$ cat src/rtl/core/acl_ram.sv
// ----------------------------------------------------------------------------
// acl_ram - generic single-port-write, single-port-read RAM
// One write and one registered read per cycle.
// ----------------------------------------------------------------------------
module acl_ram #(
  parameter int  WIDTH = 8,
  parameter int  DEPTH = 16,
  localparam int AW    = (DEPTH > 1) ? $clog2(DEPTH) : 1
) (
  input  logic             clk,
  input  logic             we,
  input  logic [AW-1:0]    waddr,
  input  logic [WIDTH-1:0] wdata,
  input  logic             re,
  input  logic [AW-1:0]    raddr,
  output logic [WIDTH-1:0] rdata
);

  logic [WIDTH-1:0] mem [DEPTH];

  // write port
  always_ff @(posedge clk) begin
    if (we) begin
      mem[waddr] <= wdata;
    end
  end

  // registered read port
  always_ff @(posedge clk) begin
    if (re) begin
      rdata <= mem[raddr];
    end
  end

endmodule

$ cat config.mk
export PLATFORM = sky130hd
export DESIGN_NAME = acl_ram
export DESIGN_NICKNAME = d
export VERILOG_FILES = /design/src/rtl/core/acl_ram.sv
export SDC_FILE = /design/constraint.sdc
export NUM_CORES = 1
export LEC_CHECK = 0
export ABC_AREA = 0
export BUFFER_PORTS_ARGS = -buffer_cell sky130_fd_sc_hd__buf_2
export CAP_MARGIN = 20
export CORE_MARGIN = 2
export CORE_UTILIZATION = 50
export CTS_BUF_LIST = sky130_fd_sc_hd__clkbuf_4
export CTS_CLUSTER_SIZE = 28
export DETAILED_ROUTE_END_ITERATION = 8
export HOLD_SLACK_MARGIN = 0.1
export PLACE_DENSITY = 0.65
export SLEW_MARGIN = 10
export SYNTH_ARGS = -nofsm -noshare
export SYNTH_HDL_FRONTEND = slang
export SYNTH_SLANG_ARGS = --single-unit
$ cat constraint.sdc
create_clock -name clk -period 1.7 [get_ports clk]
set_input_delay 0 -clock clk [delete_from_list [all_inputs] [get_ports clk]]
set_output_delay 0 -clock clk [all_outputs]
set_load 0.05 [all_outputs]
Word level (Yosys, flattened, before mapping)
Memories as Yosys holds them, arrays and structs flattened. A register that Yosys moved wholly into a read port is not among the register bits.
Index checks and enable logic that the tools add are counted.
{"block": "totals", "word_cells": 3, "reg_bits": 0, "ram_bits": 128, "memories": 1}
{"memory": "mem", "depth": 16, "word_bits": 8, "read_ports": 1, "rd_clocked_by_memory_dff": 1, "wr": 1, "line": "19", "text": "logic [WIDTH-1:0] mem [DEPTH];"}
{"block": "op_classes", "muxes": 2}
{"operator": "$mux W1", "count": 2}

Depth between registers and ports, before layout
Gate-level depths: netlist of run 1.
{"block": "depth", "ltp_word": 2, "ltp_mapped": 5, "mapped_depth_nobuf": 3}

Worst setup path after synthesis of run 1
No wires, ideal clock.
{"block": "synth_timing", "path_type": "input -> register", "from": "input port waddr[2]", "to": "memory mem[0][0] (enable)", "path_stages": 2, "t_arrival_ns": 1.110, "n_path_buf": 0, "setup_time_ns": 0.383, "required_ns": 1.317, "slack_ns": 0.207, "path_cell_list": "or3b_2 > nor3_1"}
{"item": "from (decl)", "line": "12", "text": "input logic [AW-1:0] waddr,"}
{"item": "to (decl)", "line": "19"}
No word-level cell before the write port.

==> results of run 1 <==
## logic make-up after synthesis
group / count (synthesis) / share of synthesized area, %
AO/OA/AOI/OAI: 16 / 2.30
buffers and inverters: 10 / 1.65
multiplexers: 32 / 14.8
AND/OR/NAND/NOR: 35 / 3.14
flip-flops: 136 / 78.1
## registers in the layout (all words and copies together), names as in the netlist
name   cells
rdata      8
mem      128
## tightest hold or removal path: stages
cell and delay, ns:
buf_2 0.12, nand3_1 0.13, nor2_1 0.06, buf_4 0.18
## per-layer routing
metal	GRT usage, %	share of wire, %	vias up
met1	25.8	42	1283
met5	0	0	-
li1	-	-	1138
met2	29.4	51	83
met4	7.61	0.57	0
met3	4.84	6.1	6
## power groups by stage
stage	clock network, mW	registers [mW]	logic (mW)
final	2.21	3.79	0.439
after global routing	2.41	3.80	0.472
after CTS	2.27	3.79	0.446
after detailed placement	0	3.87	0.414
after global placement	0	3.87	0.407
after floorplan	0	3.92	0.191
## worst paths after layout
path,slack [ns],end,from
hold reg to reg,0.77,rdata[1],mem[4][1]
setup reg to reg,0.20,rdata[5],mem[1][5]
hold / removal,0.15,mem[15][2],we
setup / recovery,0.04,rdata[6],raddr[3]
## placed cells by master, fill, tap and decap left out, types with 4 or more instances in the layout
cell           count
a22oi_1           16
buf_2             26
buf_4             20
bufinv_16          4
clkbuf_4          20
clkinv_1           5
dlygate4sd3_1     18
edfxtp_1         136
mux4_1            14
mux4_2            18
nand2_1            9
nor2_1            13
nor3_1             4
## cells in the mapped netlist, drive strengths merged
cell           instances  area [sq um]
and2b                  1          7.51
or3b                   1          8.76
nand2                  9          33.8
nor3                   4          20.0
buf                    7          56.3
a22oi                 16           120
nor2b                  1          6.26
nand3                  1          5.00
mux4                  32           773
edfxtp               136          4080
and2                   1          6.26
nand2b                 2          12.5
clkdlybuf4s25          3          30.0
nand3b                 2          15.0
nor2                  13          48.8
## layout make-up
type / instances / area, sq um / share of cell area (%)
clock inverters: 12 / 156 / 2.55
clock buffers: 20 / 150 / 2.45
well taps: 136 / 170 / 2.77
flip-flops and latches: 136 / 4080 / 66.5
multi-input cells: 83 / 1060 / 17.2
repair buffers: 67 / 520 / 8.48
## what timing repair did
action | 4_1_cts | 5_1_grt
buffers inserted | 0 | 0
hold buffers | 18 | 0
setup endpoints to repair | 0 | 0
endpoints found under the hold margin | 218 | 0
## through the flow
step	setup slack (ns)	utilization (%)	total power [mW]	hold slack (ns)	std cells
after floorplan	0.207	-	4.11	0.0989	229
after global placement	0.172	55.2	4.27	0.385	404
after detailed placement	0.154	55.2	4.28	0.386	404
after CTS	0.123	60.0	6.51	0.101	454
after global routing	0.0761	60.0	6.68	0.123	454
final	0.0417	60.0	6.44	0.153	454
==> results.cfg, run 1 <==
[setup_path]
cpLargestDelayFamily = buffers and inverters
slowest_stage = dlygate4sd3_1
crit_chain = dlygate4sd3_1, buf_2, nor2b_1, dlygate4sd3_1, buf_4, a22oi_1, nand2_1
path_depth = 7
crit_top_cell = dlygate4sd3_1
cp-start-kind = input pin
crit_type = in -> reg
cp.arrival_ns = 1.92
worstPathRequired_ns = 1.96
path_max_fanout = 8
cp_num_buf_inv = 4
endpoint_kind = flip-flop
slowest_delay_ns = 0.55
reg2regPathDepth = 3

[logic_synthesis]
yosysSeqAreaShare_pct = 78.1
syn_area_per_cell_sq_um = 22.8
ys_ff_latch = 136
ys_types = 18
yosys_warnings = 0
syn_area_sq_mm = 0.00523
synthCells = 229
synth_fp_nets = 248

[timing]
max_freq_ghz = 0.603
slew_headroom_pct = 73.4
worst_pin_slew_ns = 0.399
slew_viol_final = 0
tns_ns = 0
fin_crit_sh_pct = 97.5
min_period_ns = 1.66
final-setup-viol-count = 0
grt_setup_unrepaired = no
skew_ns = 0.0116
finalHoldViolCount = 0

[grt]
grt_overflow = 0
grt_pass1_wl_um = 14700
first_global_vias = 2497
grt_max_degree = 21
antenna_found_initial = 0
grt_util_all_layers_pct = 18.9

[clock_tree]
cts_buffers = 17
cts.sinks = 136
clockRootBuffer = clkbuf_4
htree_levels = 4
cts_buffer_depth = 2
clkTransAtPathRegs_ns = 0.10
clkLatencyLatePin_ns = 0.51
cts_resized = 0
tritoncts = yes

[placed_design]
io_buffers = 26
dpl_cell_area_sq_mm = 0.00565
finalWeightedCongestion = 0.709
dpl.hpwl_um = 6310

[route]
wl_per_cell_um = 21.4
vias = 2510
wl_um = 9710
remaining_drc_errors = 0
drt_first_iter_violations = 199
viasPerCell = 5.53
postRouteAntennaNets = 0
dr.pass1.iters = 4

[floorplanning]
design.die.area_sq_mm = 0.0113
initial_core_util_pct = 51.1
std_cell_rows = 37
fp.dieH_um = 106
boundaryPins = 27
coreArea_sq_mm = 0.0102
die_w_um = 106

[min_path]
min_path_cells = 4
hp-class = in -> reg

[power]
power.share.combinational_pct = 6.8
p_per_area_mw_per_mm2 = 1050
pwr-share-seq_pct = 58.9
internal-power_mw = 5.14
power_leakage_nw = 2.09
irDropWorstVdd_mv = 0.475
power.switching_mw = 1.30
sw_frac_of_total_pct = 20.1
clkPwrFrac_pct = 34.3

[run]
drv_cap = 0

[final_layout]
fin_area_sq_mm = 0.00614
n_fill_cell = 739
fin_nets = 324
antenna_cells = 0
drive_above_1_share_pct = 29.9
area_growth_pct = 17.4

[run_status]
outcome = finished, final reports clean
(Power assumes the default switching activity.)
==> run 2: changes to the inputs <==
==> constraint.sdc (replaced) <==
create_clock -name clk -period 1.7 [get_ports clk]
set_input_delay 0.51 -clock clk [delete_from_list [all_inputs] [get_ports clk]]
set_output_delay 0.51 -clock clk [all_outputs]
set_load 0.05 [all_outputs]
==> run 2 against run 1 <==
Sequential power about the same. Global-route usage down 0.46 points. Count of clock-buffer cells in the layout decreased by 1. Via count shrank 0.92%. Clock skew shrank 0.00055 ns. Critical path depth decreased by 6. Critical path type is now reg -> out. Critical endpoint is now rdata[7]. Largest cell class unchanged.
==> results.cfg, run 2 (same netlist as run 1, synthesis figures left out) <==
[route]
postRouteAntennaNets = 0
dr.pass1.iters = 4
wl_per_cell_um = 21.3
wl_um = 9470
vias = 2487
remaining_drc_errors = 0
viasPerCell = 5.60
drt_first_iter_violations = 249

[final_layout]
final_common_cell = edfxtp_1
largest_reg_flops = 128
mostFrequentLayoutCells = edfxtp_1 (136), mux4_2 (31), buf_4 (29)
drive_above_1_share_pct = 39.4
area_growth_pct = 16.1
reg.largest.list = mem x128, rdata x8
fin_nets = 313
regMostFlops = mem

[min_path]
min_to = rdata[6]
hold_path_startpoint = re
min_path_cells = 1
hp-class = in -> reg

[clock_tree]
htree_levels = 4
post_cts_buffers = 0
clkTransAtPathRegs_ns = 0.11
cts_buffer_depth = 2
clkLatencyLatePin_ns = 0.50
cts.sinks = 136
clockRootBuffer = clkbuf_4
cts_buffers = 17
tritoncts = yes
hold_buffers = 0

[setup_path]
cpLargestDelayFamily = flip-flops
r2r_end = rdata[2]
reg2regPathDepth = 3
worstPathRequired_ns = 1.19
path_max_fanout = 1
cp-start-kind = flip-flop
slowest_delay_ns = 0.45
crit_chain = buf_6
timing.rr.start = mem[11][2]
cp.arrival_ns = 1.13
crit_type = reg -> out
r2r_slack_ns = 0.21
endpoint_kind = output port
slowest_stage = edfxtp_1
cp_num_buf_inv = 1

[floorplanning]
std_cell_rows = 37
coreArea_sq_mm = 0.0102
design.die.area_sq_mm = 0.0113
fp.dieH_um = 106
die_w_um = 106
initial_core_util_pct = 51.1
boundaryPins = 27

[grt]
antenna_found_initial = 1
grt_max_degree = 17
grt_pass1_wl_um = 14300
grt_util_all_layers_pct = 18.4
grt_overflow = 0
first_global_vias = 2537

[run]
drv_cap = 0

[placed_design]
finalWeightedCongestion = 0.749
dpl.hpwl_um = 6220
io_buffers = 26

[run_status]
outcome = finished, final reports clean

[timing]
worst_pin_slew_ns = 0.779
min_period_ns = 1.64
max_freq_ghz = 0.609
fin_hold_ws_ns = 0.369
final-setup-viol-count = 0
fin_crit_sh_pct = 96.5
grt_setup_unrepaired = yes
skew_ns = 0.0111
finalHoldViolCount = 0
slew_viol_final = 0
slew_headroom_pct = 47.9

[power]
irDropWorstVdd_mv = 0.552
power_leakage_nw = 2.03
p_per_area_mw_per_mm2 = 1100
finalPower_mw = 6.68
run 2: layout make-up:
cell class	count	area (sq um)
fill	718	4160
clock inverter	13	201
tap	136	170
timing repair buffer	56	444
multi-input combinational	83	1020
sequential	136	4080
clock buffer	19	143
antenna	1	2.50
run 2: timing repair:
action                                  CTS  global route
endpoints found under the setup margin    4             8
gates resized for setup                   7            10
endpoints found under the hold margin     0             0
run 2: layer usage:
layer	global-route usage, %	part of all wire, %
met1	24.7	41
met2	28.0	50
met3	6.50	8.2
met4	7.14	1.4
met5	0	0
run 2: worst max path at each step:
stage                end  cells after the start  slack, ns  startpoint
5_1_grt         rdata[7]                      1      -0.03    rdata[7]
2_1_floorplan  mem[3][0]                      2      -0.08    waddr[2]
3_3_place_gp    rdata[4]                      5      -0.36    raddr[0]
3_5_place_dp    rdata[4]                      5      -0.35    raddr[0]
4_1_cts         rdata[4]                      1       0.01    rdata[4]
6_report        rdata[7]                      1       0.06    rdata[7]
run 2: stage by stage:
stage | TNS [ns] | setup slack, ns | instances | util [%] | cell area, sq um
after CTS | 0 | 0.00954 | 443 | 59.1 | 6050
after detailed placement | -4.32 | -0.350 | 411 | 55.5 | 5680
final | 0 | 0.0590 | 444 | 59.3 | 6070
after floorplan | -2.37 | -0.0761 | 229 | - | 5230
after global routing | -0.0622 | -0.0317 | 443 | 59.3 | 6070
after global placement | -3.73 | -0.362 | 411 | 55.5 | 5680
run 2: report_power, final:
part	internal, mW	switching (mW)	leakage [nW]
Combinational	0.188	0.250	0.608
Clock	1.34	1.10	0.182
Sequential	3.77	0.0239	1.24
