--- src/rtl/core/acl_pkg.sv ---
// ----------------------------------------------------------------------------
// acl_pkg - shared types and constants for the IP access rule block
// Request codes, verdict codes, register indexes and the interfaces between
// the sequencer, the match unit and the top level.
// ----------------------------------------------------------------------------
package acl_pkg;

  // default table depths
  localparam int V4_RULES_DEF = 64;
  localparam int V6_RULES_DEF = 16;

  // field and register widths
  localparam int MODE_W     = 2;
  localparam int FAMILY_W   = 2;
  localparam int SLOT_W     = 6;
  localparam int HALF_W     = 64;
  localparam int V4_W       = 32;
  localparam int VERDICT_W  = 2;
  localparam int V4_CNT_W   = 7;
  localparam int V6_CNT_W   = 5;
  localparam int CFG_IDX_W  = 4;
  localparam int CFG_DATA_W = 7;

  // IPv4-mapped IPv6: ::ffff:a.b.c.d, the 16 ones sit just above the v4 part
  localparam logic [V4_W-1:0] MAPPED_TAG = 32'h0000_FFFF;

  // request modes
  typedef enum logic [MODE_W-1:0] {
    MODE_WR_V4  = 2'd0,
    MODE_WR_V6  = 2'd1,
    MODE_LOOKUP = 2'd2,
    MODE_UNUSED = 2'd3
  } acl_mode_t;

  // client families
  typedef enum logic [FAMILY_W-1:0] {
    FAM_V4    = 2'd0,
    FAM_V6    = 2'd1,
    FAM_UNIX  = 2'd2,
    FAM_OTHER = 2'd3
  } acl_family_t;

  // verdict codes
  localparam logic [VERDICT_W-1:0] VERDICT_DECLINED  = 2'd0;
  localparam logic [VERDICT_W-1:0] VERDICT_ALLOWED   = 2'd1;
  localparam logic [VERDICT_W-1:0] VERDICT_FORBIDDEN = 2'd2;

  // configuration register indexes
  localparam logic [CFG_IDX_W-1:0] CFG_V4_COUNT    = 4'd0;
  localparam logic [CFG_IDX_W-1:0] CFG_V6_COUNT    = 4'd1;
  localparam logic [CFG_IDX_W-1:0] CFG_UNIX_PRESENT = 4'd2;
  localparam logic [CFG_IDX_W-1:0] CFG_UNIX_DENY   = 4'd3;

  // sequencer states
  typedef enum logic [1:0] {
    ST_IDLE,
    ST_SCAN,
    ST_DONE
  } acl_state_t;

  // 128-bit address or mask as two halves
  typedef struct packed {
    logic [HALF_W-1:0] hi;
    logic [HALF_W-1:0] lo;
  } acl_prefix_t;

  // what a request asks of the sequencer
  typedef struct packed {
    logic                 scan;     // walk a rule table
    logic                 v6;       // walk the IPv6 table
    logic [VERDICT_W-1:0] verdict;  // immediate result when no scan
    logic                 matched;
  } acl_job_t;

  // scan read control from the sequencer
  typedef struct packed {
    logic rd_en;
    logic sel_v6;
  } acl_scan_t;

  // one result
  typedef struct packed {
    logic [VERDICT_W-1:0] verdict;
    logic                 matched;
    logic [SLOT_W-1:0]    match_index;
  } acl_res_t;

endpackage

--- src/rtl/core/acl_ctrl.sv ---
// ----------------------------------------------------------------------------
// acl_ctrl - lookup sequencer
// Walks one rule per cycle through the selected table, stops at the first
// hit, and hands the result to the output register.
// ----------------------------------------------------------------------------
module acl_ctrl #(
  parameter int IW = 7
) (
  input  logic               clk,
  input  logic               rst_n,
  input  logic               start_i,
  input  acl_pkg::acl_job_t  job_i,
  input  logic [IW-1:0]      limit_i,
  input  logic               hit_i,
  input  logic               deny_i,
  input  logic               out_ready_i,
  output logic               idle_o,
  output acl_pkg::acl_scan_t scan_o,
  output logic [IW-1:0]      rd_idx_o,
  output logic               out_valid_o,
  output acl_pkg::acl_res_t  out_res_o
);
  import acl_pkg::*;

  acl_state_t    state_r, state_nxt;
  logic [IW-1:0] rd_idx_r, rd_idx_nxt;
  logic [IW-1:0] pend_idx_r, pend_idx_nxt;
  logic [IW-1:0] limit_r, limit_nxt;
  logic          pend_r, pend_nxt;
  logic          v6_r, v6_nxt;
  acl_res_t      res_r, res_nxt;
  logic          out_valid_r, out_valid_nxt;
  acl_res_t      out_res_r, out_res_nxt;

  logic          rd_en;
  logic          out_free;
  logic          last_pend;

  // compare data for pend_idx_r is on the RAM output this cycle
  assign last_pend = pend_r && (rd_idx_r == limit_r);

  // next state
  always_comb begin
    state_nxt = state_r;
    case (state_r)
      ST_IDLE: begin
        if (start_i) begin
          state_nxt = job_i.scan ? ST_SCAN : ST_DONE;
        end
      end
      ST_SCAN: begin
        if (pend_r && (hit_i || last_pend)) begin
          state_nxt = ST_DONE;
        end
      end
      ST_DONE: begin
        if (out_free) begin
          state_nxt = ST_IDLE;
        end
      end
      default: state_nxt = ST_IDLE;
    endcase
  end

  // outputs
  always_comb begin
    idle_o        = (state_r == ST_IDLE);
    rd_en         = (state_r == ST_SCAN) && (rd_idx_r != limit_r);
    out_free      = !out_valid_r || out_ready_i;
    scan_o.rd_en  = rd_en;
    scan_o.sel_v6 = v6_r;
    rd_idx_o      = rd_idx_r;
    out_valid_o   = out_valid_r;
    out_res_o     = out_res_r;
  end

  // scan counters and result
  always_comb begin
    rd_idx_nxt    = rd_idx_r;
    pend_idx_nxt  = pend_idx_r;
    limit_nxt     = limit_r;
    pend_nxt      = pend_r;
    v6_nxt        = v6_r;
    res_nxt       = res_r;
    out_valid_nxt = out_valid_r;
    out_res_nxt   = out_res_r;

    if (out_valid_r && out_ready_i) begin
      out_valid_nxt = 1'b0;
    end

    case (state_r)
      ST_IDLE: begin
        if (start_i) begin
          rd_idx_nxt          = '0;
          pend_nxt            = 1'b0;
          v6_nxt              = job_i.v6;
          limit_nxt           = limit_i;
          res_nxt.verdict     = job_i.verdict;
          res_nxt.matched     = job_i.matched;
          res_nxt.match_index = '0;
        end
      end
      ST_SCAN: begin
        pend_nxt     = rd_en;
        pend_idx_nxt = rd_idx_r;
        if (rd_en) begin
          rd_idx_nxt = IW'(rd_idx_r + 1'b1);
        end
        if (pend_r && hit_i) begin
          res_nxt.verdict     = deny_i ? VERDICT_FORBIDDEN : VERDICT_ALLOWED;
          res_nxt.matched     = 1'b1;
          res_nxt.match_index = SLOT_W'(pend_idx_r);
        end else if (last_pend) begin
          res_nxt.verdict     = VERDICT_DECLINED;
          res_nxt.matched     = 1'b0;
          res_nxt.match_index = '0;
        end
      end
      ST_DONE: begin
        if (out_free) begin
          out_valid_nxt = 1'b1;
          out_res_nxt   = res_r;
        end
      end
      default: begin
        pend_nxt = 1'b0;
      end
    endcase
  end

  // control registers
  always_ff @(posedge clk) begin
    if (!rst_n) begin
      state_r     <= ST_IDLE;
      pend_r      <= 1'b0;
      out_valid_r <= 1'b0;
    end else begin
      state_r     <= state_nxt;
      pend_r      <= pend_nxt;
      out_valid_r <= out_valid_nxt;
    end
  end

  // payload registers
  always_ff @(posedge clk) begin
    rd_idx_r   <= rd_idx_nxt;
    pend_idx_r <= pend_idx_nxt;
    limit_r    <= limit_nxt;
    v6_r       <= v6_nxt;
    res_r      <= res_nxt;
    out_res_r  <= out_res_nxt;
  end

endmodule

--- config.mk ---
export PLATFORM = sky130hd
export DESIGN_NAME = acl_ctrl
export DESIGN_NICKNAME = d
export VERILOG_FILES = /design/src/rtl/core/acl_pkg.sv /design/src/rtl/core/acl_ctrl.sv
export SDC_FILE = /design/constraint.sdc
export NUM_CORES = 1
export LEC_CHECK = 0
export ABC_AREA = 1
export BUFFER_PORTS_ARGS = -buffer_cell sky130_fd_sc_hd__buf_4
export CORE_MARGIN = 2
export CORE_UTILIZATION = 40
export DETAILED_ROUTE_END_ITERATION = 8
export GPL_TIMING_DRIVEN = 0
export PLACE_DENSITY = 0.71
export REMOVE_ABC_BUFFERS = 1
export SLEW_MARGIN = 10
export SYNTH_ARGS = -nofsm -noshare
export SYNTH_HDL_FRONTEND = slang
export SYNTH_SLANG_ARGS = --single-unit
--- constraint.sdc ---
create_clock -name clk -period 1.3 [get_ports clk]
set_input_delay 0.26 -clock clk [delete_from_list [all_inputs] [get_ports clk]]
set_output_delay 0.26 -clock clk [all_outputs]
set_load 0.02 [all_outputs]
* Word level (Yosys, flattened, before mapping)
Index checks and enable logic that the tools add are counted.
Cells by class: add/subtract/negate cells 1, $mul 0, divide/modulo/power cells 0, magnitude comparators 0, equal/unequal tests 9, shift operators 0, muxes and demuxes 18, bitwise logic cells 1, reductions and logical operators 16
Operator list (number):
- two-way mux 9 bit | 3
- case mux 9 bit (2 select lines) | 1
- two-way mux 7 bit | 2
- case mux 7 bit (2 select lines) | 1
- two-way mux 2 bit | 5
- AND reduction 3 bit | 3
- != test 2 bit (second input constant) | 4
- adder 7 x 1 -> 7 bit (second input constant) | 1
- equality test 7 bit | 1
- != test 7 bit | 1
- case mux 2 bit (3 select lines) | 1
- AND reduction 2 bit | 3
- logical AND 1 bit | 5
- two-way mux 1 bit | 4
- != test 3 x 2 -> 1 bit (second input constant) | 1
- case mux 1 bit (3 select lines) | 1
- equality test 2 x 1 -> 1 bit (second input constant) | 1
- equality test 2 bit (second input constant) | 1
- zero test 2 bit | 1
- logical OR 1 bit | 2
- nonzero test 2 bit | 1
- zero test 1 bit | 1
- NOT 1 bit | 1
Word-level totals: register bits 43, latch bits 0, bits in writable memories 0, bits in read-only memories 0, output and inout port bits 20, logic and storage cells 58, memories 0

* Logic depth before layout (Yosys ltp)
Gate-level depths: netlist of run 1.
depth after elaboration 6, gate-level depth with buffers 10, gate-level depth less buffers 10

* Worst setup path after synthesis of run 1
No wires, ideal clock.
path type register to register, start point reg state_r[1], end point reg rd_idx_r[0], in the netlist rd_idx_o[0], enable pin, setup time 381 ps, arrival 1322 ps, path slack -403 ps, cell stages (with the launch flop) 4, clock period less this slack 1703 ps, cell sequence dfxtp_1 -> nor2_2 -> inv_1 -> o21ai_0
RTL lines:
- from (decl) | line acl_ctrl.sv:25 | acl_state_t state_r, state_nxt;
- from (signal assigned) | line acl_ctrl.sv:139 | state_r <= state_nxt;
- zero test 2 bit *
- named net idle_o | line acl_ctrl.sv:17 | output logic idle_o,
- != test 2 bit (no source line) / nonzero test 2 bit (equally long branches)
- AND reduction 3 bit (no source line) *
- to (signal assigned) | line acl_ctrl.sv:147 | rd_idx_r <= rd_idx_nxt;
- to (decl) | line acl_ctrl.sv:26 | logic [IW-1:0] rd_idx_r, rd_idx_nxt;
The timed path passes the listed nets; every way through them passes the cells marked *. A chain may end at the register's enable or synchronous reset.

==> run_results.csv, run 1 <==
group,metric,value,unit
grt,overflow,0,
cells_and_area,final_common_cell,"buf_4",
detailed_routing,ant_nets,0,
pwr,p_per_area,1610,nW/µm²
floorplanning,coreArea,4290,µm²
cells_and_area,layout.nets,239,
clocking,cts-root-buf,"clkbuf_8",
run_status,violations,"setup timing",
cells_and_area,regArea,1250,µm²
setup_path,worstPathMaxFanout,3,
timing,min_period_over_period,131,%
floorplanning,die_w,70.2,µm
grt,antenna_found_initial,0,
floorplanning,rows,24,
clocking,cts_buffer_depth,2,
place,place_hpwl,1900,µm
detailed_routing,drtPass1Iterations,4,
clocking,cts_buffers,5,
timing,finalHoldViolCount,0,
grt,grt_pass1_wl,5240,µm
cells_and_area,drive_above_1_share,44.3,%
timing,skew,0.00514,ns
clocking,cts_tree,"built",
synth,syn_avg_cell_area,11.5,µm²
clocking,cts.clk_slew.worst_paths,0.08,ns
timing,setup_violations,25,
timing,final_max_slew_viol_count,0,
detailed_routing,drc_errors,0,
setup_path,cp-end-kind,"output port",
pwr,p_leak,1.08,nW
detailed_routing,vias_per_cell,4.60,
floorplanning,dieArea,4930,µm²
timing,setup_slack,-0.404,ns
run_status,status,"complete, but fails checks",
cells_and_area,multi_input_area,458,µm²
detailed_routing,drt_iter0_drc,121,
pwr,power,4.10,mW
setup_path,cp_data_required_time,1.04,ns
place,port_buffers,37,
cells_and_area,synthToLayoutAreaGrowth,45.2,%
setup_path,path_class,"reg -> out",
clocking,clock_latency,0.29,ns
detailed_routing,wl_per_cell,11.9,µm
clocking,hold_buffers,0,
place,place_congestion,0.797,
pwr,peakVddDrop,1.05,mV
timing,hold_ws,0.141,ns
setup_path,cp-startpoint,"rd_idx_o[6]",
setup_path,cp-start-kind,"register",
cells_and_area,antenna_cells,0,
synth,ys_seq_elements,43,
grt,gr-usage-all-layers,13.6,%
synth,synth_cells,153,
synth,synth_cell_types,20,
clocking,h-tree-depth,2,
synth,yosysSeqAreaShare,71.3,%
floorplanning,start_util,40.9,%
setup_path,reg2reg_from,"rd_idx_o[0]",
detailed_routing,vias,1256,
run,maxCapViolCount,0,
cells_and_area,layout_common_cells,"46 x buf_4, 39 x edfxtp_1, 25 x nand2_1, 21 x inv_1, 16 x nor2_1",
detailed_routing,drt-total-wl,3250,µm
grt,grt_max_degree,14,
timing,clock.fmax,0.587,GHz
grt,grt_pass1_vias,1230,
synth,synth.cell_area,1760,µm²
floorplanning,io_pins,38,
timing,worstMarginPinSlew,0.295,ns
timing,maxSlewHeadroom,80.3,%
cells_and_area,n_fill_cell,342,
synth,yosys_warnings,0,
timing,rsz0062_at_grt,"yes",
floorplanning,die_h,70.2,µm
timing,fin_crit,1.70,ns
worst_hold_path,hold_class,"in -> reg",
setup_path,worstPathArrival,1.44,ns
worst_hold_path,hold_start,"limit_i[2]",
clocking,clock-sinks,43,
## power by group
group	total [mW]	switching, mW	internal, mW
clock network	1.21	0.440	0.768
logic	1.03	0.550	0.481
registers	1.86	0.0953	1.76
total	4.10	1.08	3.01
## state kept, by name (all words and copies together) (netlist names)
name,flops
pend_idx_r,6
out_res_o,9
res_r,9
out_valid_o,1
rd_idx_o,7
state_r,2
pend_r,1
v6_r,1
limit_r,7
## cells in the mapped netlist (all sizes together)
cell,n,area (µm²)
edfxtp,39,1170
nand2,30,113
inv,28,105
nor2,25,111
a21oi,7,38.8
o21ai,6,30.0
dfxtp,4,80.1
nand3,4,20.0
xnor2,3,26.3
buf,2,15.0
ha,1,12.5
nor3,1,5.00
nor4,1,6.26
o22ai,1,12.5
xor2,1,8.76
## through the flow
step / setup slack, ns / instance area [µm²] / instances / util, % / setup TNS, ns
floorplan: -0.403 / 1740 / 151 / - / -9.12
global placement: -0.503 / 2080 / 240 / 48.5 / -12.36
detailed placement: -0.496 / 2080 / 240 / 48.5 / -13.41
CTS: -0.408 / 2460 / 268 / 57.3 / -4.83
global route: -0.517 / 2550 / 273 / 59.4 / -6.96
finish: -0.404 / 2550 / 273 / 59.4 / -4.26
## metal layers
metal | wire, µm | global-route usage, % | up-vias
li1 | - | - | 628
met3 | 213 | 4.62 | 2
met1 | 1370 | 16.2 | 585
met5 | 0 | 0 | -
met2 | 1640 | 23.2 | 41
met4 | 16 | 4.27 | 0
## worst max-delay path: stages (launching register included)
cell      delay [ns]
edfxtp_1        0.43
xnor2_1         0.17
nand2_1         0.09
nor2_2          0.14
nand2_1         0.08
nand2_2         0.09
inv_2           0.04
buf_6           0.12
## cell type report
| type | count | area share [%] |
|---|---|---|
| Inverter | 28 | 4.32 |
| Multi-Input combinational cell | 80 | 18.0 |
| Clock buffer | 6 | 2.85 |
| Timing Repair inverter | 1 | 0.295 |
| Sequential cell | 43 | 49.1 |
| Clock inverter | 2 | 2.36 |
| Tap cell | 52 | 2.55 |
| Timing Repair Buffer | 61 | 20.5 |
## kinds of logic after synthesis
group	after synthesis	synth area share, %
AO/OA/AOI/OAI	14	4.63
XOR/XNOR	4	2.00
adder cells (fa/ha/maj)	1	0.713
buffers and inverters	30	6.84
AND/OR/NAND/NOR	61	14.5
flip-flops	43	71.3
## path summary, 6_finish.rpt
check                                    end  slack, ns  depth (start not counted)
worst max-delay path               scan_o[1]      -0.40                          7
worst min-delay path              limit_r[2]       0.14                          1
worst max register to register        pend_r      -0.36                         12
worst min register to register  out_res_o[5]       0.43                          0
## what timing repair did
item | CTS | global route
buffers inserted | 19 | 6
endpoints found under the setup margin | 41 | 40
pin swaps | 4 | 4
cloned | 1 | 0
gates resized for setup | 27 | 17
Note: power is estimated with default switching activity, not from simulation.
==> run 2: changes to the inputs <==
==> constraint.sdc (replaced) <==
create_clock -name clk -period 1.3 [get_ports clk]
set_input_delay 0.26 -clock clk [delete_from_list [all_inputs] [get_ports clk]]
set_output_delay 0.26 -clock clk [all_outputs]
set_load 0.05 [all_outputs]
==> run_results.csv, run 2 (synthesis results as in run 1) <==
group,metric,value,unit
detailed_routing,drtPass1Iterations,4,
place,place_hpwl,1900,µm
setup_path,max_stage_delay,0.49,ns
run,maxCapViolCount,0,
clocking,cts_buffers,5,
setup_path,cp_data_required_time,1.04,ns
timing,hold_ws,0.137,ns
place,port_buffers,37,
place,dp_cells,240,
floorplanning,die_w,70.2,µm
grt,antenna_found_initial,0,
cells_and_area,fin_area,2580,µm²
clocking,clock_latency,0.29,ns
timing,setup_slack,-0.456,ns
detailed_routing,ant_nets,0,
timing,worstMarginPinSlew,0.294,ns
setup_path,path_class,"reg -> out",
cells_and_area,multi_input_area,452,µm²
worst_hold_path,hold_class,"in -> reg",
setup_path,cp-end-kind,"output port",
cells_and_area,synthToLayoutAreaGrowth,46.8,%
timing,finalHoldViolCount,0,
clocking,cts-root-buf,"clkbuf_8",
setup_path,critPathSlowestCell,"edfxtp_1",
floorplanning,dieArea,4930,µm²
floorplanning,rows,24,
setup_path,reg2reg_from,"rd_idx_o[0]",
timing,min_period_over_period,135,%
run_status,status,"complete, but fails checks",
detailed_routing,wl_per_cell,12.3,µm
pwr,peakVddDrop,1.23,mV
grt,overflow,0,
run_status,violations,"setup timing",
cells_and_area,drive_above_1_share,44.3,%
detailed_routing,drt_iter0_drc,83,
clocking,cts_buffer_depth,2,
pwr,p_per_area,1690,nW/µm²
cells_and_area,regArea,1250,µm²
setup_path,worstPathMaxFanout,4,
detailed_routing,vias_per_cell,4.66,
timing,fin_crit,1.76,ns
floorplanning,start_util,40.9,%
place,place_congestion,0.797,
floorplanning,die_h,70.2,µm
timing,clock.fmax,0.570,GHz
worst_hold_path,hold_start,"limit_i[2]",
grt,gr-usage-all-layers,14.1,%
cells_and_area,final_common_cell,"buf_4",
clocking,cts_tree,"built",
setup_path,reg2reg_slack,-0.38,ns
cells_and_area,finalNonFillerCells,273,
grt,grt_max_degree,14,
clocking,clock-sinks,43,
cells_and_area,layout.nets,239,
clocking,cts.clk_slew.worst_paths,0.08,ns
timing,setup_violations,31,
cells_and_area,antenna_cells,0,
setup_path,worstPathArrival,1.50,ns
place,place_ws,-0.496,ns
floorplanning,io_pins,38,
cells_and_area,finish.utilization,60.0,%
place,placed_area,2080,µm²
timing,maxSlewHeadroom,80.3,%
detailed_routing,drc_errors,0,
grt,grt_pass1_wl,5390,µm
detailed_routing,vias,1271,
clocking,h-tree-depth,2,
setup_path,cp-startpoint,"rd_idx_o[0]",
timing,rsz0062_at_grt,"yes",
timing,setup_tns,-5.38,ns
floorplanning,coreArea,4290,µm²
grt,grt_pass1_vias,1234,
setup_path,cp-start-kind,"register",
cells_and_area,layout_common_cells,"42 x buf_4, 39 x edfxtp_1, 25 x nand2_1, 19 x inv_1, 17 x nor2_1",
timing,skew,0.00498,ns
pwr,p_leak,1.09,nW
pwr,power,4.36,mW
detailed_routing,drt-total-wl,3350,µm
setup_path,crit_top_cell,"nand2_1",
setup_path,crit_chain,"inv_2 > nand2_1 > nand2_1 > nand2_1 > nor2_2 > nand2_1 > nand2_2 > inv_2 > buf_6",
cells_and_area,n_fill_cell,334,
timing,final_max_slew_viol_count,0,
==> run 2: worst max-delay path: cells and delay by family, from the launching register on <==
| kind | cells | cell delay (ns) |
|---|---|---|
| and+or+nand+nor | 6 | 0.44 |
| buffers and inverters | 3 | 0.28 |
| DFF | 1 | 0.49 |
==> run 2: layer usage <==
metal  GRT usage (%)  vias to the layer above  part of all wire (%)
met3            4.62                       13                   7.5
met5               0                        -                     0
met4            5.56                        0                   3.0
li1                -                      629                     -
met2            23.5                       57                    49
met1            17.0                      572                    40
==> run 2: where the power goes <==
group / internal (mW) / switching [mW]
logic: 0.523 / 0.755
registers: 1.76 / 0.102
clock network: 0.768 / 0.445
==> run 2: final timing paths <==
path                  end  cells past startpoint
min reg2reg  out_res_o[2]                      0
max             scan_o[1]                      9
min            limit_r[2]                      1
max reg2reg        pend_r                     12
==> run 2: what timing repair did <==
action / in CTS / in global routing
setup endpoints to repair: 44 / 44
gates cloned: 1 / 0
resized for setup: 37 / 18
pin swaps: 5 / 1
hold buffers: 0 / 0
buffers inserted: 20 / 6
hold endpoints to repair: 0 / 0
==> run 2: layout make-up <==
class,count,share of cell area [%]
Sequential cell,43,48.6
Clock buffer,6,2.82
Timing Repair Buffer,61,21.6
Multi-Input combinational cell,80,17.5
Tap cell,52,2.53
Timing Repair inverter,1,0.291
Inverter,28,4.27
Clock inverter,2,2.33
