### config.mk
export PLATFORM = sky130hd
export DESIGN_NAME = acl_match
export DESIGN_NICKNAME = d
export VERILOG_FILES = /design/src/rtl/core/acl_pkg.sv /design/src/rtl/core/acl_match.sv
export SDC_FILE = /design/constraint.sdc
export NUM_CORES = 1
export LEC_CHECK = 0
export ABC_AREA = 1
export BUFFER_PORTS_ARGS = -buffer_cell sky130_fd_sc_hd__buf_2
export CAP_MARGIN = 20
export CORE_AREA = 2 2 148 150
export DETAILED_ROUTE_END_ITERATION = 6
export DIE_AREA = 0 0 150 152
export GPL_ROUTABILITY_DRIVEN = 0
export GPL_TIMING_DRIVEN = 0
export PLACE_DENSITY = 0.4
export SYNTH_ARGS = -nofsm -noshare
export SYNTH_HDL_FRONTEND = slang
export SYNTH_SLANG_ARGS = --single-unit
### constraint.sdc
create_clock -name vclk -period 1.35
set_input_delay 0.27 -clock vclk [all_inputs]
set_output_delay 0.27 -clock vclk [all_outputs]
set_load 0.01 [all_outputs]
### src/rtl/core/acl_pkg.sv
// ----------------------------------------------------------------------------
// acl_pkg - shared types and constants for the IP access rule block
// Request codes, verdict codes, register indexes and the interfaces between
// the sequencer, the match unit and the top level.
// ----------------------------------------------------------------------------
package acl_pkg;

  // default table depths
  localparam int V4_RULES_DEF = 64;
  localparam int V6_RULES_DEF = 16;

  // field and register widths
  localparam int MODE_W     = 2;
  localparam int FAMILY_W   = 2;
  localparam int SLOT_W     = 6;
  localparam int HALF_W     = 64;
  localparam int V4_W       = 32;
  localparam int VERDICT_W  = 2;
  localparam int V4_CNT_W   = 7;
  localparam int V6_CNT_W   = 5;
  localparam int CFG_IDX_W  = 4;
  localparam int CFG_DATA_W = 7;

  // IPv4-mapped IPv6: ::ffff:a.b.c.d, the 16 ones sit just above the v4 part
  localparam logic [V4_W-1:0] MAPPED_TAG = 32'h0000_FFFF;

  // request modes
  typedef enum logic [MODE_W-1:0] {
    MODE_WR_V4  = 2'd0,
    MODE_WR_V6  = 2'd1,
    MODE_LOOKUP = 2'd2,
    MODE_UNUSED = 2'd3
  } acl_mode_t;

  // client families
  typedef enum logic [FAMILY_W-1:0] {
    FAM_V4    = 2'd0,
    FAM_V6    = 2'd1,
    FAM_UNIX  = 2'd2,
    FAM_OTHER = 2'd3
  } acl_family_t;

  // verdict codes
  localparam logic [VERDICT_W-1:0] VERDICT_DECLINED  = 2'd0;
  localparam logic [VERDICT_W-1:0] VERDICT_ALLOWED   = 2'd1;
  localparam logic [VERDICT_W-1:0] VERDICT_FORBIDDEN = 2'd2;

  // configuration register indexes
  localparam logic [CFG_IDX_W-1:0] CFG_V4_COUNT    = 4'd0;
  localparam logic [CFG_IDX_W-1:0] CFG_V6_COUNT    = 4'd1;
  localparam logic [CFG_IDX_W-1:0] CFG_UNIX_PRESENT = 4'd2;
  localparam logic [CFG_IDX_W-1:0] CFG_UNIX_DENY   = 4'd3;

  // sequencer states
  typedef enum logic [1:0] {
    ST_IDLE,
    ST_SCAN,
    ST_DONE
  } acl_state_t;

  // 128-bit address or mask as two halves
  typedef struct packed {
    logic [HALF_W-1:0] hi;
    logic [HALF_W-1:0] lo;
  } acl_prefix_t;

  // what a request asks of the sequencer
  typedef struct packed {
    logic                 scan;     // walk a rule table
    logic                 v6;       // walk the IPv6 table
    logic [VERDICT_W-1:0] verdict;  // immediate result when no scan
    logic                 matched;
  } acl_job_t;

  // scan read control from the sequencer
  typedef struct packed {
    logic rd_en;
    logic sel_v6;
  } acl_scan_t;

  // one result
  typedef struct packed {
    logic [VERDICT_W-1:0] verdict;
    logic                 matched;
    logic [SLOT_W-1:0]    match_index;
  } acl_res_t;

endpackage

### src/rtl/core/acl_match.sv
// ----------------------------------------------------------------------------
// acl_match - shared prefix compare unit
// Hit when the masked client address equals the rule address, 128 bits wide.
// IPv4 rules use it with the upper 96 mask and address bits at zero.
// ----------------------------------------------------------------------------
module acl_match (
  input  acl_pkg::acl_prefix_t client,
  input  acl_pkg::acl_prefix_t rule_addr,
  input  acl_pkg::acl_prefix_t rule_mask,
  output logic                 hit
);
  import acl_pkg::*;

  // bits outside the mask in the rule address never match, as intended
  assign hit = ((client.hi & rule_mask.hi) == rule_addr.hi) &&
               ((client.lo & rule_mask.lo) == rule_addr.lo);

endmodule

# Word-level counts from Yosys, hierarchy flattened
# Cells that the tools add are included.
classes:
  eq_ne: 2
  bitwise: 2
  n_reduce_logical: 1
ops:
  columns: ["operator", "count"]
  rows:
  - ["$and A64 B64 Y64", 2]
  - ["$eq A64 B64 Y1", 2]
  - ["$logic_and A1 B1 Y1", 1]
totals:
  register_bits: 0
  output_inout_bits: 1
  word_cells: 5

# Depth between registers and ports, before layout
# Gate-level depths: netlist of the first run.
depth:
  word_depth: 3
  ltp_mapped: 10
  mapped_depth_nobuf: 10

# Worst setup path after synthesis of the first run
# No wires, ideal clock.
synth_path:
  kind: "input to output"
  startpoint: "input client[3] (netlist name)"
  endpoint: "output hit"
  t_arrival_ns: 0.984
  path_slack_ns: 0.096
  stages: 10
  cell_sequence: "nand2_1 > nand2_1 > nand2_1 > nor2_1 > nand2_1 > nor2_1 > nand2_1 > nor2_1 > nand2_1 > nor2_1"
synth_between:
  elab_chain_len: 3
synth_lines:
  columns: ["item", "line_no", "text"]
  rows:
  - ["start: declaration", "acl_match.sv:7", "input acl_pkg::acl_prefix_t client,"]
  - ["$and A64 B64 Y64", "acl_match.sv:16", "((client.lo & rule_mask.lo) == rule_addr.lo);"]
  - ["$eq A64 B64 Y1", "acl_match.sv:16", null]
  - ["$logic_and A1 B1 Y1", "acl_match.sv:15", "assign hit = ((client.hi & rule_mask.hi) == rule_addr.hi) &&"]
  - ["end: declaration", "acl_match.sv:10", "output logic hit"]
# Every way passes these cells.

# Worst setup path in the final report of the first run
layout_path:
  startpoint: "input rule_mask[12] (netlist name)"
  endpoint: "output hit"
layout_between:
  elab_chain_len: 3
layout_lines:
  columns: ["item", "line_no", "text"]
  rows:
  - ["start: declaration", "acl_match.sv:9", "input acl_pkg::acl_prefix_t rule_mask,"]
  - ["$and A64 B64 Y64", "acl_match.sv:16", null]
  - ["$eq A64 B64 Y1", "acl_match.sv:16", null]
  - ["$logic_and A1 B1 Y1", "acl_match.sv:15", null]
# Every way passes these cells.

==> summary.txt, run 1 <==
Post-layout net count -> 1420
PwrDens -> 250 mW/mm^2
Die area -> 0.0228 mm^2
Final Max Tran Viols -> 0
Max-slew headroom -> 81.7%
Failing checks -> setup timing
Worst path cell trace -> buf_2 > nand2_1 > nand2_1 > nand2_1 > nor2_1 > nand2_1 > nor2_1 > nand2_1 > nor2_2 > nand2_2 > nor2_1 > buf_2
# DRC -> 0
Most common cell on crit path -> nand2_1
Worst Path Buf+Inv -> 2
Post-synthesis mux area share -> 0%
Vias in the first global route -> 4549
Reg area -> 0 um^2
Die Width -> 150 um
Fmax -> 622 MHz
Syn avg cell area -> 4.39 um^2
Detail Route Antenna Nets -> 0
XOR/XNOR Fraction of Synth Area -> 3.38%
Drt pass-1 iters -> 6
Gr usage total -> 11.0%
YS warnings -> 0
Worst Setup Path Type -> in2out
CP max-delay cell -> buf_2
Synth Area in Compound Gates -> 0.351%
Syn Inst Count -> 649
Final Total Pwr -> 1.32 mW
Area delta synth->final -> 84.8%
Syn_nets -> 1033
Worst-Margin Slew -> 0.273 ns
Synth Area in Simple Gates -> 91.8%
CP Capture Type -> primary output
Min cycle time layout -> 1.61 ns
Die Y -> 152 um
# setup viols final -> 1
Initial antenna violation count -> 0
Vias per inst -> 3.82
CP peak stage delay -> 0.14 ns
Design area -> 0.00526 mm^2
Clock buf count -> 0
Largest net degree at the start of global routing -> 3
Max IR drop VDD -> 0.0000943 V
Num sequential -> 0
Lkg Pwr -> 3.22 nW
Via Count -> 5014
Row cnt -> 54
Worst EP arrival -> 1.34 ns
Setup Fix Bufs, Post-CTS -> 0
Antenna diodes -> 0
DP Wirelength -> 13.5 mm
CP required -> 1.08 ns
Startpoint Class -> input port
Final Hold Viols -> 0
Layout cells sized above 1 -> 39.2%
Hold WC Path Type -> in2out
First-pass GRT wire length -> 20.5 mm
Top delay family on crit path -> simple AND/OR/NAND/NOR gates
Fin util -> 24.7%
Synth Cell Area -> 0.00285 mm^2
Io pins -> 385
Distinct cells, synth -> 7
Layout filler cell count -> 2502
Crit path from -> rule_mask[12]
Largest family of logic cells by synthesized area -> simple AND/OR/NAND/NOR gates
Unrepaired setup endpoints after global routing -> true
Max Cap Viol -> 0
Hold_sp -> rule_addr[41]
Register area share after synthesis -> 0%
Final Cycle Share -> 119%
Starting Density -> 13.3%
Grt total ovfl -> 0
CORE AREA -> 0.0214 mm^2
Number of DRC markers in iteration 0 -> 130
WHS Endpoint -> hit
Status -> finished with violations
Pre-CTS setup slack -> -0.416 ns
WL/cell -> 10.8 um
Hold Path Depth -> 11
Critical-path maximum fanout -> 2
Port buffer count -> 385
Post-Synth Adder-Cell Area -> 0%
Final WL -> 14.2 mm
Area after DPL -> 0.00512 mm^2
Setup TNS -> -0.258 ns
Setup ws final -> -0.258 ns
==> routing by layer <==
layer	share of wire [%]	routed length (um)	vias to the layer above	track usage, %
met1	40	5610	1977	12.4
met3	9.3	1310	4	1.80
met2	51	7170	229	22.3
li1	-	-	2804	-
met5	0	0	-	0
met4	0.37	53	0	0.359
==> stage by stage <==
stage | hold WS [ns] | std cells
floorplan | 0.884 | 649
global placement | 1.15 | 1314
detailed placement | 1.16 | 1314
CTS | 1.16 | 1314
global route | 1.23 | 1314
finish | 1.15 | 1314
==> cells in the final DEF (no fill, tap or decap), drive strengths merged <==
cell type and count:
xnor2 11, nand3 34, a21oi 2, nand2 402, buf 385, nand3b 83
inv 34, nor2 83
==> Yosys cell counts <==
library cell	count	area share (%)
a21oi_1	2	0.35
inv_1	34	4.5
nand2_1	402	53
nand3_1	34	6.0
nand3b_1	83	22
nor2_1	83	11
xnor2_1	11	3.4
==> power breakdown <==
group	switching, mW	total, mW	leakage, nW	internal (mW)
logic	0.598	1.32	3.22	0.719
clock network	0	0	0	0
registers	0	0	0	0
total	0.598	1.32	3.22	0.719
==> kinds of logic after synthesis <==
logic type,after synthesis
xor gates and xnor gates,11
buffers and inverters,34
AOI/OAI and AO/OA,2
and+or+nand+nor,602
==> how the worst max path moves through the flow <==
| stage | to | cells past startpoint | slack, ns |
|---|---|---|---|
| after CTS | hit | 11 | -0.35 |
| after detailed placement | hit | 11 | -0.42 |
| after floorplan | hit | 10 | 0.1 |
| after global placement | hit | 11 | -0.40 |
| final | hit | 12 | -0.26 |
| after global routing | hit | 12 | -0.41 |
==> cell type report <==
| type | instances | area (um^2) | share of cell area (%) |
|---|---|---|---|
| multi-input combinational | 615 | 2780 | 52.8 |
| timing repair buffer | 385 | 2010 | 38.1 |
| tap | 280 | 350 | 6.66 |
| inverter | 34 | 128 | 2.42 |
==> repair_timing <==
action	in CTS	in global routing
pin swaps	4	32
endpoints found under the setup margin	1	1
hold buffers	0	0
resized for setup	5	31
No activity file was read; power rests on OpenSTA's default activity.
==> run 2, diff against run 1 <==
CORE_AREA = 4 4 146 148   (was 2 2 148 150)
PLACE_DENSITY = 0.42   (was 0.4)
==> run 2 against run 1 <==
  * The flow still finishes with violations (setup timing)
  * Routed wire length grew 8.1%
  * First-iteration DRC count rose by 15%
  * Final cell count decreased by 0.76%
  * Combinational power is essentially flat
  * Worst setup slack got worse by 0.0084 ns
  * Die area unchanged
  * Flip-flop and latch count unchanged
  * Cell area increased by 0.45%
  * Fmax down 0.52%
  * Sequential share of layout area unchanged
  * Critical endpoint unchanged
  * Largest power group unchanged
==> summary.txt, run 2 (synthesis results as in run 1) <==
Via Count -> 5064
Cells after DPL -> 1304
Sw Ratio -> 45.3%
CP Capture Type -> primary output
CP peak stage delay -> 0.14 ns
Max-slew headroom -> 86.5%
Worst-Margin Slew -> 0.201 ns
Vias in the first global route -> 4644
Io pins -> 385
Row cnt -> 52
Fmax -> 619 MHz
Worst path cell trace -> buf_2 > nand3b_1 > nand2_1 > nor2_2 > nand2_1 > nor2_1 > nand2_1 > nor2_2 > nand2_2 > nor2_1 > buf_2
Starting Density -> 14.2%
Worst Path Buf+Inv -> 2
Detail Route Antenna Nets -> 0
Gr usage total -> 11.5%
First-pass GRT wire length -> 21.7 mm
Largest net degree at the start of global routing -> 3
Setup ws final -> -0.266 ns
Drt pass-1 iters -> 6
Most common cell on crit path -> nand2_1
Clock buf count -> 0
Initial antenna violation count -> 1
Post-layout net count -> 1420
CP required -> 1.08 ns
Clock Power Share -> 0%
Antenna diodes -> 0
Grt total ovfl -> 0
Critical-path maximum fanout -> 2
Worst Setup Path Type -> in2out
PwrDens -> 252 mW/mm^2
Max IR drop VDD -> 0.0000806 V
Number of DRC markers in iteration 0 -> 150
Final Hold Viols -> 0
Sw power -> 0.604 mW
Reg area -> 0 um^2
Die Width -> 150 um
Final Cycle Share -> 120%
Final Max Tran Viols -> 0
Die area -> 0.0228 mm^2
Num sequential -> 0
Cell internal pwr -> 0.729 mW
Die Y -> 152 um
Failing checks -> setup timing
# DRC -> 0
Max Cap Viol -> 0
Port buffer count -> 385
Hold WC Path Type -> in2out
Worst EP arrival -> 1.35 ns
Commonest non-fill, non-tap cell in the layout -> nand2_1
Lkg Pwr -> 3.23 nW
Min cycle time layout -> 1.62 ns
Startpoint Class -> input port
CP max-delay cell -> nor2_2
Setup TNS -> -0.266 ns
Unrepaired setup endpoints after global routing -> true
Commonest non-fill, non-tap cells in the layout -> nand2_1 (395), buf_2 (366), nand3b_1 (83)
WL/cell -> 11.7 um
Layout filler cell count -> 2402
Final cell count without fillers -> 1304
Final WL -> 15.3 mm
Setup Fix Bufs, Post-CTS -> 0
# setup viols final -> 1
Logic pwr share -> 100.0%
Top delay family on crit path -> simple AND/OR/NAND/NOR gates
Vias per inst -> 3.88
Pre-CTS setup slack -> -0.654 ns
CORE AREA -> 0.0200 mm^2
Area delta synth->final -> 85.7%
Status -> finished with violations
DP Wirelength -> 14.5 mm
Layout cells sized above 1 -> 39.0%
Flop pwr share -> 0%
[run 2: cell type report]
type | count | area (um^2) | share of cell area (%)
Tap cell | 270 | 338 | 6.39
Timing Repair Buffer | 385 | 2050 | 38.8
Inverter | 34 | 128 | 2.41
Multi-Input combinational cell | 615 | 2770 | 52.4
[run 2: power groups by stage]
stage | clock [mW] | sequential [mW] | combinational [mW]
floorplan | 0 | 0 | 0.528
global placement | 0 | 0 | 1.27
detailed placement | 0 | 0 | 1.30
CTS | 0 | 0 | 1.31
global route | 0 | 0 | 1.52
finish | 0 | 0 | 1.33
[run 2: final timing paths]
path          start  endpoint  slack [ns]  cells past startpoint
min   rule_addr[62]       hit        1.14                     11
max   rule_addr[72]       hit       -0.27                     11
[run 2: repair_timing]
action	4_1_cts	5_1_grt
hold buffers	0	0
gates resized for setup	11	31
endpoints found under the setup margin	1	1
pin swaps	7	41
[run 2: through the flow]
step / power (mW) / cell area (um^2) / hold slack (ns) / utilization [%]
floorplan: 0.528 / 2850 / 0.884 / -
global placement: 1.27 / 5110 / 1.14 / 25.5
detailed placement: 1.30 / 5110 / 1.16 / 25.5
CTS: 1.31 / 5150 / 1.16 / 25.7
global route: 1.52 / 5290 / 1.22 / 26.4
finish: 1.33 / 5290 / 1.14 / 26.4
[run 2: per-layer routing]
layer  GRT usage (%)  routed length (um)  vias up  part of all wire (%)
li1                -                   -     2807                     -
met1            12.5                5670     2006                    37
met2            23.2                7810      241                    51
met3            2.83                1730        8                    11
met4           0.479                  74        2                  0.48
met5               0                  13        -                 0.085
==> run 3, diff against run 2 <==
BUFFER_PORTS_ARGS = default   (was -buffer_cell sky130_fd_sc_hd__buf_2)
DONT_BUFFER_PORTS = 1   (was default)
GPL_ROUTABILITY_DRIVEN = default   (was 0)
PLACE_DENSITY = 0.3   (was 0.42)
SLEW_MARGIN = 20   (was default)
==> run 3 against run 2 <==
  * The flow still finishes with violations (setup timing)
  * Critical path depth down 1
  * Sequential share of layout area did not move
  * Worst setup slack improved by 0.12 ns
  * Global-route usage decreased by 2.1 points
  * Die area unchanged
  * Non-clock buffer count decreased by 385
  * Combinational power shrank 53%
  * Worst hold slack got worse by 0.18 ns
  * Largest power group unchanged
  * Total power down 53%
  * First-iteration DRC count decreased by 8.0%
  * Core utilization fell by 10 points
  * Highest routed layer is now met4
==> summary.txt, run 3 (synthesis results as in run 1) <==
M2 GR Usage -> 20.1%
Min cycle time layout -> 1.49 ns
Final Total Pwr -> 0.630 mW
Number of DRC markers in iteration 0 -> 138
Cell internal pwr -> 0.317 mW
First-pass GRT wire length -> 17.2 mm
Final Cycle Share -> 111%
Setup Fix Bufs, Post-CTS -> 0
Logic pwr share -> 100.0%
Antenna diodes -> 0
CP Capture Type -> primary output
Die area -> 0.0228 mm^2
Area delta synth->final -> 14.5%
Commonest non-fill, non-tap cell in the layout -> nand2_1
Max Cap Viol -> 0
Post-layout net count -> 1035
Commonest non-fill, non-tap cells in the layout -> nand2_1 (393), nand3b_1 (83), nor2_1 (72)
PwrDens -> 193 mW/mm^2
CTS Hold Bufs -> 0
GRT busiest layer -> met2
Startpoint Class -> input port
Fmax -> 670 MHz
# DRC -> 0
WL/cell -> 13.6 um
Final Hold Viols -> 0
Design area -> 0.00326 mm^2
DP Wirelength -> 12.1 mm
# setup viols final -> 1
Final Max Tran Viols -> 0
Vias in the first global route -> 3523
Largest net degree at the start of global routing -> 3
Failing checks -> setup timing
GPL Wtd Cong -> 0.781
Layout filler cell count -> 2423
Max-slew headroom -> 88.2%
Via Count -> 3742
Port buffer count -> 0
Status -> finished with violations
Initial antenna violation count -> 0
M1 GR Usage -> 9.17%
CP required -> 1.08 ns
Grt total ovfl -> 0
Sw Ratio -> 49.7%
Io pins -> 385
Drt pass-1 iters -> 5
Num sequential -> 0
Max IR drop VDD -> 0.0000519 V
Starting Density -> 14.2%
Flop pwr share -> 0%
Gr usage total -> 9.40%
Worst-Margin Slew -> 0.176 ns
Row cnt -> 52
GR met3 Demand/Resource -> 2.20%
Hold WC Path Type -> in2out
Hold Path Depth -> 8
Final WL -> 12.5 mm
Crit path from -> client[42]
Vias per inst -> 4.07
Worst EP arrival -> 1.22 ns
Clock Power Share -> 0%
Unrepaired setup endpoints after global routing -> true
Clock buf count -> 0
Die Width -> 150 um
Area after DPL -> 0.00319 mm^2
Die Y -> 152 um
Critical-path maximum fanout -> 2
Worst Setup Path Type -> in2out
Setup ws final -> -0.142 ns
CORE AREA -> 0.0200 mm^2
Lkg Pwr -> 1.68 nW
Reg area -> 0 um^2
Layout cells sized above 1 -> 3.24%
Hold_sp -> rule_mask[52]
Detail Route Antenna Nets -> 0
Sw power -> 0.313 mW
[run 3: changes by cell type in the layout (fill, tap and decap cells not counted)]
cell and delta:
nand2_4 +1, buf_8 -2, nor2_4 +2, buf_2 -366
buf_6 -16, nand2_1 -2, buf_4 -1, nand2_2 +1
nor2_2 -1, nor2_1 -1
[run 3: per-stage QoR]
stage | hold WS, ns | TNS (ns) | instances | utilization (%) | setup WS, ns
floorplan | 0.884 | 0 | 649 | - | 0.0955
global placement | 0.954 | -0.605 | 919 | 15.9 | -0.605
detailed placement | 0.951 | -0.619 | 919 | 15.9 | -0.619
CTS | 0.978 | -0.202 | 919 | 16.1 | -0.202
global route | 1.05 | -0.324 | 919 | 16.3 | -0.324
finish | 0.958 | -0.142 | 919 | 16.3 | -0.142
[run 3: worst max-delay path, cell delays in order]
cell	delay [ns]
nand2_2	0.03
nand2_2	0.07
nand2_4	0.06
nor2_4	0.14
nand2_2	0.08
nor2_4	0.10
nand2_1	0.06
nor2_2	0.14
nand2_2	0.11
nor2_4	0.15
[run 3: what timing repair did]
action | 4_1_cts | 5_1_grt
resized for setup | 12 | 13
pin swaps | 4 | 15
setup endpoints to repair | 1 | 1
[run 3: cell type report]
type	count	area [um^2]	area share, %
Multi-Input combinational cell	615	2800	85.7
Tap cell	270	338	10.4
Inverter	34	128	3.91
[run 3: worst paths after layout]
path	endpoint	slack [ns]
hold / removal	hit	0.96
setup / recovery	hit	-0.14
[run 3: power by group through the flow]
stage	logic [mW]	clock network [mW]	registers [mW]
floorplan	0.528	0	0
global placement	0.622	0	0
detailed placement	0.627	0	0
CTS	0.639	0	0
global route	0.751	0	0
finish	0.630	0	0
[run 3: routing by layer]
layer | wire length (um) | vias to the layer above
met3 | 1720 | 6
met4 | 81 | 0
met5 | 0 | -
met2 | 6790 | 239
met1 | 3900 | 1465
li1 | - | 2032
